## config.mk

```make
export PLATFORM = sky130hd
export DESIGN_NAME = lateral_accel_corner_detector_top
export DESIGN_NICKNAME = d
export VERILOG_FILES = /design/src/hdl/lacd_pkg.sv /design/src/hdl/lacd_scale.sv /design/src/hdl/lacd_core.sv /design/src/hdl/lateral_accel_corner_detector_top.sv
export SDC_FILE = /design/constraint.sdc
export NUM_CORES = 1
export LEC_CHECK = 0
export ABC_AREA = 1
export BUFFER_PORTS_ARGS = -buffer_cell sky130_fd_sc_hd__buf_2
export CAP_MARGIN = 20
export CORE_AREA = 8 8 249 310
export DETAILED_ROUTE_END_ITERATION = 7
export DIE_AREA = 0 0 257 318
export SETUP_SLACK_MARGIN = 0.02
export SLEW_MARGIN = 20
export SYNTH_ARGS = -nofsm -noshare
export SYNTH_HDL_FRONTEND = slang
export SYNTH_SLANG_ARGS = --single-unit
```

## constraint.sdc

```tcl
create_clock -name clk_i -period 15.95 [get_ports clk_i]
set_input_delay 0.7975 -clock clk_i [delete_from_list [all_inputs] [get_ports clk_i]]
set_output_delay 0.7975 -clock clk_i [all_outputs]
set_load 0.02 [all_outputs]
```

## src/hdl/lacd_pkg.sv

```systemverilog
package lacd_pkg;

  // Field widths
  localparam int unsigned RawW    = 16;
  localparam int unsigned MgW     = 12;
  localparam int unsigned ThrW    = 11;
  localparam int unsigned CntW    = 4;
  localparam int unsigned AxisW   = 2;
  localparam int unsigned CfgIdxW = 3;
  localparam int unsigned CfgDatW = 11;

  // raw * 61 / 1000 == (|raw| * ScaleRecip) >> ScaleShift for |raw| <= 2^15
  localparam int unsigned RecipW     = 22;
  localparam int unsigned ScaleShift = 26;
  localparam logic [RecipW-1:0] ScaleRecip = 22'd4093641;

  // Register reset values
  localparam logic [AxisW-1:0] AxisSelRst = 2'd1;
  localparam logic [ThrW-1:0]  OnThrRst   = 11'd200;
  localparam logic [ThrW-1:0]  OffThrRst  = 11'd120;
  localparam logic [CntW-1:0]  OnCntRst   = 4'd3;
  localparam logic [CntW-1:0]  OffCntRst  = 4'd5;

  typedef enum logic [AxisW-1:0] {
    AxisX = 2'd0,
    AxisY = 2'd1,
    AxisZ = 2'd2
  } axis_e;

  typedef enum logic [CfgIdxW-1:0] {
    CfgAxisSel = 3'd0,
    CfgOnThr   = 3'd1,
    CfgOffThr  = 3'd2,
    CfgOnCnt   = 3'd3,
    CfgOffCnt  = 3'd4
  } cfg_idx_e;

  typedef struct packed {
    logic [AxisW-1:0] axis_sel;
    logic [ThrW-1:0]  on_thr;
    logic [ThrW-1:0]  off_thr;
    logic [CntW-1:0]  on_cnt;
    logic [CntW-1:0]  off_cnt;
  } cfg_t;

  typedef struct packed {
    logic                  active;
    logic                  entered;
    logic                  cleared;
    logic signed [MgW-1:0] filtered;
    logic signed [MgW-1:0] x_mg;
    logic signed [MgW-1:0] y_mg;
    logic signed [MgW-1:0] z_mg;
  } res_t;

endpackage

```

## src/hdl/lacd_scale.sv

```systemverilog
module lacd_scale (
  input  logic signed [lacd_pkg::RawW-1:0] raw_i,
  output logic signed [lacd_pkg::MgW-1:0]  mg_o
);

  localparam int unsigned ProdW = lacd_pkg::RawW + lacd_pkg::RecipW;
  localparam int unsigned QW    = lacd_pkg::MgW - 1;

  logic                      neg;
  logic [lacd_pkg::RawW-1:0] mag;
  logic [ProdW-1:0]          prod;
  logic [QW-1:0]             quo;
  logic [lacd_pkg::MgW-1:0]  quo_ext;

  assign neg  = raw_i[lacd_pkg::RawW-1];
  // -(-32768) wraps to 16'h8000, which is the right magnitude unsigned
  assign mag  = neg ? (~raw_i + 1'b1) : raw_i;
  assign prod = ProdW'(mag) * ProdW'(lacd_pkg::ScaleRecip);
  assign quo  = prod[lacd_pkg::ScaleShift +: QW];
  assign quo_ext = {1'b0, quo};
  // truncation toward zero: scale the magnitude, then restore the sign
  assign mg_o = neg ? signed'(~quo_ext + 1'b1) : signed'(quo_ext);

endmodule

```

## src/hdl/lacd_core.sv

```systemverilog
module lacd_core (
  input  logic                            clk_i,
  input  logic                            rst_ni,
  input  logic                            step_i,
  input  logic                            sample_valid_i,
  input  logic signed [lacd_pkg::MgW-1:0] x_mg_i,
  input  logic signed [lacd_pkg::MgW-1:0] y_mg_i,
  input  logic signed [lacd_pkg::MgW-1:0] z_mg_i,
  input  lacd_pkg::cfg_t                  cfg_i,
  output lacd_pkg::res_t                  res_o
);

  localparam int unsigned DiffW = lacd_pkg::MgW + 1;

  logic signed [lacd_pkg::MgW-1:0] filt_q, filt_d;
  logic                            seeded_q, seeded_d;
  logic                            corner_q, corner_d;
  logic [lacd_pkg::CntW-1:0]       entry_q, entry_d;
  logic [lacd_pkg::CntW-1:0]       exit_q, exit_d;
  logic signed [lacd_pkg::MgW-1:0] x_q, x_d, y_q, y_d, z_q, z_d;

  logic signed [lacd_pkg::MgW-1:0] lat;
  logic signed [DiffW-1:0]         diff;
  logic signed [DiffW-1:0]         diff_adj;
  logic signed [DiffW-1:0]         step_amt;
  logic [lacd_pkg::MgW-1:0]        mag;
  logic                            entered, cleared;

  always_comb begin
    case (lacd_pkg::axis_e'(cfg_i.axis_sel))
      lacd_pkg::AxisX: lat = x_mg_i;
      lacd_pkg::AxisZ: lat = z_mg_i;
      default:         lat = y_mg_i;
    endcase
  end

  // (lat - filt) / 4, rounded toward zero
  assign diff     = DiffW'(lat) - DiffW'(filt_q);
  assign diff_adj = diff + (diff[DiffW-1] ? DiffW'(3) : DiffW'(0));
  assign step_amt = diff_adj >>> 2;

  always_comb begin
    filt_d   = filt_q;
    seeded_d = seeded_q;
    corner_d = corner_q;
    entry_d  = entry_q;
    exit_d   = exit_q;
    x_d      = x_q;
    y_d      = y_q;
    z_d      = z_q;
    entered  = 1'b0;
    cleared  = 1'b0;

    if (sample_valid_i) begin
      x_d      = x_mg_i;
      y_d      = y_mg_i;
      z_d      = z_mg_i;
      seeded_d = 1'b1;
      filt_d   = seeded_q ? (filt_q + step_amt[lacd_pkg::MgW-1:0]) : lat;
    end

    mag = filt_d[lacd_pkg::MgW-1] ? (~filt_d + 1'b1) : filt_d;

    if (sample_valid_i) begin
      if (!corner_q) begin
        if (mag >= {1'b0, cfg_i.on_thr}) begin
          if (entry_q < cfg_i.on_cnt) begin
            entry_d = entry_q + 1'b1;
          end
        end else begin
          entry_d = '0;
        end
        if (entry_d >= cfg_i.on_cnt) begin
          corner_d = 1'b1;
          exit_d   = '0;
          entered  = 1'b1;
        end
      end else begin
        if (mag <= {1'b0, cfg_i.off_thr}) begin
          if (exit_q < cfg_i.off_cnt) begin
            exit_d = exit_q + 1'b1;
          end
        end else begin
          exit_d = '0;
        end
        if (exit_d >= cfg_i.off_cnt) begin
          corner_d = 1'b0;
          entry_d  = '0;
          cleared  = 1'b1;
        end
      end
    end
  end

  always_ff @(posedge clk_i or negedge rst_ni) begin
    if (!rst_ni) begin
      filt_q   <= '0;
      seeded_q <= 1'b0;
      corner_q <= 1'b0;
      entry_q  <= '0;
      exit_q   <= '0;
      x_q      <= '0;
      y_q      <= '0;
      z_q      <= '0;
    end else if (step_i) begin
      filt_q   <= filt_d;
      seeded_q <= seeded_d;
      corner_q <= corner_d;
      entry_q  <= entry_d;
      exit_q   <= exit_d;
      x_q      <= x_d;
      y_q      <= y_d;
      z_q      <= z_d;
    end
  end

  always_comb begin
    res_o.active   = corner_d;
    res_o.entered  = entered;
    res_o.cleared  = cleared;
    res_o.filtered = filt_d;
    res_o.x_mg     = x_d;
    res_o.y_mg     = y_d;
    res_o.z_mg     = z_d;
  end

endmodule

```

## src/hdl/lateral_accel_corner_detector_top.sv

```systemverilog
// Channel   Direction  Handshake                  Payload
// in        input      in_valid_i / in_stall_o    sample_valid_i, raw_x_i, raw_y_i, raw_z_i
// out       output     out_valid_o / out_stall_i  corner_*_o, lateral_filtered_o, accel_*_mg_o
// cfg       input      cfg_valid_i / cfg_ready_o  cfg_index_i, cfg_data_i
//
// One item per cycle sustained while out_stall_i is low; each input transfer is registered as a raw
// sample, then in milli-g (one constant multiply per axis), then as the filter/detector result.
// Reset clears the filter, detector and held accelerations and loads register defaults.
// Each stage takes a new item when it is empty or its successor moves, so a stalled
// output fills the bubbles ahead of it before in_stall_o rises.
module lateral_accel_corner_detector_top (
  input  logic                                 clk_i,
  input  logic                                 rst_ni,

  input  logic                                 in_valid_i,
  output logic                                 in_stall_o,
  input  logic                                 sample_valid_i,
  input  logic signed [lacd_pkg::RawW-1:0]     raw_x_i,
  input  logic signed [lacd_pkg::RawW-1:0]     raw_y_i,
  input  logic signed [lacd_pkg::RawW-1:0]     raw_z_i,

  output logic                                 out_valid_o,
  input  logic                                 out_stall_i,
  output logic                                 corner_active_o,
  output logic                                 corner_entered_o,
  output logic                                 corner_cleared_o,
  output logic signed [lacd_pkg::MgW-1:0]      lateral_filtered_o,
  output logic signed [lacd_pkg::MgW-1:0]      accel_x_mg_o,
  output logic signed [lacd_pkg::MgW-1:0]      accel_y_mg_o,
  output logic signed [lacd_pkg::MgW-1:0]      accel_z_mg_o,

  input  logic                                 cfg_valid_i,
  output logic                                 cfg_ready_o,
  input  logic [lacd_pkg::CfgIdxW-1:0]         cfg_index_i,
  input  logic [lacd_pkg::CfgDatW-1:0]         cfg_data_i
);

  lacd_pkg::cfg_t cfg_q;

  // stage 1: raw sample
  logic                            s1_vld_q;
  logic                            s1_sv_q;
  logic signed [lacd_pkg::RawW-1:0] s1_x_q, s1_y_q, s1_z_q;

  // stage 2: milli-g
  logic                            s2_vld_q;
  logic                            s2_sv_q;
  logic signed [lacd_pkg::MgW-1:0] s2_x_q, s2_y_q, s2_z_q;
  logic signed [lacd_pkg::MgW-1:0] x_mg, y_mg, z_mg;

  // result register
  logic                            out_vld_q;
  lacd_pkg::res_t                  res_q;
  lacd_pkg::res_t                  res;

  logic out_rdy, s2_rdy, s1_rdy;
  logic s2_adv, s1_adv, in_xfer;

  assign out_rdy  = !out_vld_q || !out_stall_i;
  assign s2_adv   = s2_vld_q && out_rdy;
  assign s2_rdy   = !s2_vld_q || out_rdy;
  assign s1_adv   = s1_vld_q && s2_rdy;
  assign s1_rdy   = !s1_vld_q || s2_rdy;
  assign in_xfer  = in_valid_i && s1_rdy;

  assign in_stall_o  = !s1_rdy;
  assign cfg_ready_o = 1'b1;

  always_ff @(posedge clk_i or negedge rst_ni) begin
    if (!rst_ni) begin
      cfg_q.axis_sel <= lacd_pkg::AxisSelRst;
      cfg_q.on_thr   <= lacd_pkg::OnThrRst;
      cfg_q.off_thr  <= lacd_pkg::OffThrRst;
      cfg_q.on_cnt   <= lacd_pkg::OnCntRst;
      cfg_q.off_cnt  <= lacd_pkg::OffCntRst;
    end else if (cfg_valid_i) begin
      case (lacd_pkg::cfg_idx_e'(cfg_index_i))
        lacd_pkg::CfgAxisSel: cfg_q.axis_sel <= cfg_data_i[lacd_pkg::AxisW-1:0];
        lacd_pkg::CfgOnThr:   cfg_q.on_thr   <= cfg_data_i[lacd_pkg::ThrW-1:0];
        lacd_pkg::CfgOffThr:  cfg_q.off_thr  <= cfg_data_i[lacd_pkg::ThrW-1:0];
        lacd_pkg::CfgOnCnt:   cfg_q.on_cnt   <= cfg_data_i[lacd_pkg::CntW-1:0];
        lacd_pkg::CfgOffCnt:  cfg_q.off_cnt  <= cfg_data_i[lacd_pkg::CntW-1:0];
        default: ;
      endcase
    end
  end

  always_ff @(posedge clk_i or negedge rst_ni) begin
    if (!rst_ni) begin
      s1_vld_q  <= 1'b0;
      s2_vld_q  <= 1'b0;
      out_vld_q <= 1'b0;
    end else begin
      if (s1_rdy) begin
        s1_vld_q <= in_valid_i;
      end
      if (s2_rdy) begin
        s2_vld_q <= s1_vld_q;
      end
      if (out_rdy) begin
        out_vld_q <= s2_vld_q;
      end
    end
  end

  always_ff @(posedge clk_i) begin
    if (in_xfer) begin
      s1_sv_q <= sample_valid_i;
      s1_x_q  <= raw_x_i;
      s1_y_q  <= raw_y_i;
      s1_z_q  <= raw_z_i;
    end
    if (s1_adv) begin
      s2_sv_q <= s1_sv_q;
      s2_x_q  <= x_mg;
      s2_y_q  <= y_mg;
      s2_z_q  <= z_mg;
    end
    if (s2_adv) begin
      res_q <= res;
    end
  end

  lacd_scale u_scale_x (
    .raw_i (s1_x_q),
    .mg_o  (x_mg)
  );

  lacd_scale u_scale_y (
    .raw_i (s1_y_q),
    .mg_o  (y_mg)
  );

  lacd_scale u_scale_z (
    .raw_i (s1_z_q),
    .mg_o  (z_mg)
  );

  lacd_core u_core (
    .clk_i          (clk_i),
    .rst_ni         (rst_ni),
    .step_i         (s2_adv),
    .sample_valid_i (s2_sv_q),
    .x_mg_i         (s2_x_q),
    .y_mg_i         (s2_y_q),
    .z_mg_i         (s2_z_q),
    .cfg_i          (cfg_q),
    .res_o          (res)
  );

  assign out_valid_o        = out_vld_q;
  assign corner_active_o    = res_q.active;
  assign corner_entered_o   = res_q.entered;
  assign corner_cleared_o   = res_q.cleared;
  assign lateral_filtered_o = res_q.filtered;
  assign accel_x_mg_o       = res_q.x_mg;
  assign accel_y_mg_o       = res_q.y_mg;
  assign accel_z_mg_o       = res_q.z_mg;

endmodule

```

Word-level counts from Yosys, hierarchy flattened. Index checks and enable logic that the tools add are counted.

Register bits after elaboration: 230. Bits in latches: 0. Bits in writable memories: 0. Memory bits (read-only): 0. Bits of input ports: 68. Output and inout port bits: 54. Logic and storage cells: 124. Memories kept: 0.

$add $sub $neg: 12. $mul: 3. Divide/modulo/power cells: 0. Order comparisons: 6. Equal/unequal tests: 6. Shift-type cells: 0. Muxes and demuxes: 31. Bitwise gates (word level): 8. Reduce and logical (&&, ||, !) cells: 24.

Operators with widths (number): multiplier 16 x 22 -> 37 bit (second input constant) (3); two-way mux 12 bit (6); adder 12 x 1 -> 12 bit (second input constant) (4); adder 16 x 1 -> 16 bit (second input constant) (3); two-way mux 16 bit (3); two-way mux 4 bit (12); NOT 16 bit (3); NOT 11 -> 12 bit (3); two-way mux 11 bit (3); one-hot mux 12 bit (2 select lines) (1); AND reduction 2 bit (7); adder 13 bit (1); subtractor 12 x 12 -> 13 bit (1); adder 12 bit (1); greater-or-equal comparator 12 x 11 -> 1 bit (1); <= comparator 12 x 11 -> 1 bit (1); NOT 12 bit (1); adder 4 x 1 -> 4 bit (second input constant) (2); greater-or-equal comparator 4 bit (2); less-than comparator 4 bit (2); equality test 3 x 2 -> 1 bit (second input constant) (2); AND reduction 3 bit (2); logical NOT 1 bit (5); two-way mux 1 bit (5); 12 further kinds (16).

Logic depth before layout (Yosys ltp).
Depth after elaboration: 19. Gate-level depth with buffers: 65.

Hierarchy. A second synthesis with hierarchy kept.

Cells, all modules: 3904. Area, all modules: 33364.5 um^2.

Modules (own cells, without submodules): lacd_scale (u_scale_y) (instances 1, cells an instance 896, area an instance 7245.7 um^2, sequential area each 0.0 um^2); lacd_scale (u_scale_x) (instances 1, cells an instance 916, area an instance 7233.2 um^2, sequential area each 0.0 um^2); lacd_scale (u_scale_z) (instances 1, cells an instance 877, area an instance 7205.7 um^2, sequential area each 0.0 um^2); lacd_core (instances 1, cells an instance 908, area an instance 6027.0 um^2, sequential area each 1451.4 um^2); lateral_accel_corner_detector_top (instances 1, cells an instance 307, area an instance 5652.9 um^2, sequential area each 5004.8 um^2).

Worst setup path before layout. OpenSTA, ideal clock, no wires.

Path kind: register -> register. From: register s1_x_q[0] in the netlist's numbering. To: register s2_x_q[10] in the netlist's numbering, data pin. Arrival: 7.578 ns. Slack: 8.120 ns. Stages on the path, launching flop included: 32. Period minus slack after synthesis: 7.830 ns. Path through: edfxtp_1 inv_1 nand3_1 nor3_1 inv_1 nor4_1 nand3_1 nor4_1 ha_1 inv_1 fa_1 inv_1 fa_1 inv_1 fa_1 fa_1 inv_1 fa_1 ha_1 nand2_1 inv_1 nand2_1 nand2_1 a211oi_1 nand2_1 xnor2_1 ha_1 nand2_1 nor2_1 nand3_1 nand3_1 nand2_1.

Longest elaborated chain between the ends: 7.

Ends and longest elaborated chain: from (decl) (RTL line lateral_accel_corner_detector_top.sv:43) `logic signed [lacd_pkg::RawW-1:0] s1_x_q, s1_y_q, s1_z_q;`; from (signal assigned) (RTL line lateral_accel_corner_detector_top.sv:109) `s1_x_q <= raw_x_i;`; NOT 16 bit (RTL line lacd_scale.sv:17) `assign mag = neg ? (~raw_i + 1'b1) : raw_i;`; adder 16 x 1 -> 16 bit (RTL line lacd_scale.sv:17); two-way mux 16 bit * (RTL line lacd_scale.sv:17); multiplier 16 x 22 -> 37 bit * (RTL line lacd_scale.sv:18) `assign prod = ProdW'(mag) * ProdW'(lacd_pkg::ScaleRecip);`; NOT 11 -> 12 bit (RTL line lacd_scale.sv:22) `assign mg_o = neg ? signed'(~quo_ext + 1'b1) : signed'(quo_ext);`; adder 12 x 1 -> 12 bit (RTL line lacd_scale.sv:22); two-way mux 11 bit * (RTL line lacd_scale.sv:22); named net u_scale_x.mg_o (one bit) (RTL line lacd_scale.sv:3) `output logic signed [lacd_pkg::MgW-1:0] mg_o`; to (signal assigned) (RTL line lateral_accel_corner_detector_top.sv:115) `s2_x_q <= x_mg;`; to (decl) (RTL line lateral_accel_corner_detector_top.sv:48) `logic signed [lacd_pkg::MgW-1:0] s2_x_q, s2_y_q, s2_z_q;`.

Mark *: on every way through the listed nets, which the timed path passes. The rest lies on a longest branch. A chain may end at the register's enable or synchronous reset.

Worst setup path after layout.
From: register s1_x_q[0] in the netlist's numbering. To: register s2_x_q[11] in the netlist's numbering, data pin.

Longest elaborated chain between the ends: 6.

Ends and longest elaborated chain (RTL line): NOT 16 bit (lacd_scale.sv:17); adder 16 x 1 -> 16 bit (lacd_scale.sv:17); two-way mux 16 bit * (lacd_scale.sv:17); multiplier 16 x 22 -> 37 bit * (lacd_scale.sv:18); NOT 11 -> 12 bit * (lacd_scale.sv:22); adder 12 x 1 -> 12 bit * (lacd_scale.sv:22).

Mark *: on every way between the ends. The rest lies on a longest branch, timed or not.

==> metrics.cfg <==
[status]
status = completed

[routing]
vias = 24082
wirelength_mm = 82.1
viasPerCell = 5.00
wire_per_inst_um = 17.0
dr.pass1.iters = 5
ant_nets = 0
drc = 0
drt_iter0_drc = 1201

[cells_and_area]
drive_gt1_frac = 0.0626
stdcell_area_mm2 = 0.0350
final_common_cell = inv_1
final_cell_mix = 903 x inv_1, 615 x nand2_1, 461 x ha_1
syn2layout_area_growth_pct = 8.79
nets = 4787
diodes = 0

[critical_path]
crit_top_cell = inv_1
r2r_slack_ps = 6830
r2r_cells = 33
critical_path_class = register to register
reg2reg_from = s1_x_q[0]
cp-end-kind = register
r2r-end = s2_x_q[11]
crit_arrival_ps = 9480
crit_required_ps = 16310
critPathBufInv = 8
cp_max_fo = 12
max_stage_delay_ps = 760
startpoint_type = register
crit_family = adder cells
critPathSlowestCell = xor2_1

[clock_tree]
postCtsHoldBufs = 0
clockBufferDepth = 3
cts_root_buffer = clkbuf_16
clk_pin_slew_ps = 70
cts_setup_buffers = 0
htree_levels = 1
clock_latency_ps = 620
cts_tree = built
cts.sinks = 230
numCtsBuffers = 29
cts_resized = 0

[sta]
fmax_ghz = 0.110
max_slew.worst_pin.slew_ps = 1140
slew_headroom = 0.230
finClkSkew_ps = 33.6
finalCriticalPeriod_ps = 9120
fin_setup_tns_ps = 0
rsz0062_at_grt = false
fin_crit_sh = 0.572
setup_viol_count_final = 0
slew_violations = 0
hold_viol = 0

[flow_run]
maxCapViolCount = 0

[die]
pin_count = 122
initial_utilization = 0.447
die_h_um = 318
die_w_um = 257
coreArea_mm2 = 0.0720
num_rows = 110
die-area_mm2 = 0.0817

[synth]
ys_ff_latch = 230
synth_cells = 3709
synthArstFlopShare = 0.404
syn_area_mm2 = 0.0322
ys_seq_area_frac = 0.201
synth_ff_type = edfxtp_1
avgSynthCellArea_um2 = 8.67
synth_nets = 4654
yosysUniqueCellTypes = 58
yosysWarnings = 0
synth_edf_count = 137

[worst_hold_path]
hold_class = input port to asynchronous set/reset pin

[grt]
grt_pass1_wl_mm = 133
grt_pass1_vias = 25325
grt_max_degree = 109
track_usage = 0.200
antenna_found_initial = 2
grt_overflow = 0

[placement]
dp_hpwl_mm = 71.3
placed_area_mm2 = 0.0340
portBuffers = 120
gp_congestion = 0.920

synthesized netlist by cell type (all sizes together) (2+ instances only):
cell type  count  area [um2]
o21bai        12        90.1
ha           461        5770
a21oi        144         724
xor2          69         634
buf            9        52.5
a221oi         2        17.5
fa           416        8330
o21a           7        52.6
o22ai         10        62.6
a21o          12        90.1
a31oi         17         106
o22a           4        35.0
nor4          12        75.1
o31ai          2        15.0
nor3          45         225
dfstp         12         315
dfrtp         81        2030
o21ai        229        1160
clkbuf        27         101
xnor2         32         280
o221ai         5        43.8
edfxtp       137        4110
or2            4        25.0
clkinv         2        7.51
inv          913        3430
nand3        121         631
nor2         223         845
nand4         36         225
a211oi         4        30.0
a21boi         6        45.0
a22oi          2        15.0
o211ai         5        37.5
o211a          2        20.0
nor3b          3        22.5
nand3b        12        90.1
nand2        623        2360
worst max path at each step:
stage	from	endpoint	slack (ps)	cells past startpoint
floorplan	s1_x_q[0]	s2_x_q[10]	8120	31
detailed placement	s1_x_q[0]	s2_x_q[11]	6830	33
global route	s1_x_q[0]	s2_x_q[10]	6250	33
global placement	s1_x_q[0]	s2_x_q[11]	6830	33
CTS	s1_x_q[0]	s2_x_q[10]	6800	32
finish	s1_x_q[0]	s2_x_q[11]	6830	33
metrics by stage:
step           hold slack [ps]  setup WS (ps)   util  instances
3_5_place_dp               413           6830  0.472       4763
2_1_floorplan              400           8120      -       3709
3_3_place_gp               423           6830  0.472       4763
5_1_grt                   94.4           6250  0.486       4817
4_1_cts                   68.3           6800  0.486       4817
6_report                  91.1           6830  0.486       4817
layer usage:
metal	track usage	up-vias	part of all wire	wire, um
met5	0	-	0	0
li1	-	11953	-	-
met3	0.0250	103	0.041	3400
met2	0.357	450	0.50	41000
met1	0.255	11576	0.44	35800
met4	0.0478	0	0.023	1920
worst reg2reg max path: cells and delay by family (launching register included):
kind,cells,cell delay (ps)
adders and majority gates,8,3730
and+or+nand+nor,15,2340
buffers and inverters,8,1160
DFF,1,670
xor gates and xnor gates,1,760
AOI/OAI and AO/OA,1,190
sequential cells by signal, indices dropped and copies added (netlist names), 4 cells and up:
signal,count
s2_x_q,12
u_core.x_q,12
s2_z_q,12
s1_x_q,16
lateral_filtered_o,12
accel_x_mg_o,12
u_core.z_q,12
u_core.exit_q,4
u_core.filt_q,12
cfg_q,32
s2_y_q,12
accel_z_mg_o,12
u_core.entry_q,4
s1_y_q,16
accel_y_mg_o,12
u_core.y_q,12
s1_z_q,16
logic make-up after synthesis:
kind of cell    after synthesis  share of synthesized area
fa+ha+maj                   877                      0.438
buf+inv                     951                      0.112
simple gates               1081                      0.140
xor+xnor                    101                     0.0284
flops                       230                      0.201
compound gates              468                     0.0807
other cells                   1                   0.000117
layout make-up:
cell class | instances | area (um2)
clock buffers | 31 | 733
clock inverters | 23 | 289
fillers | 6984 | 37000
inverters | 915 | 3440
multi-input cells | 2528 | 22100
flip-flops and latches | 230 | 6460
well taps | 952 | 1190
repair buffers | 138 | 742
Power is not shown: default switching activity piles up to over one toggle a cycle in this logic, so the estimate is an artifact.
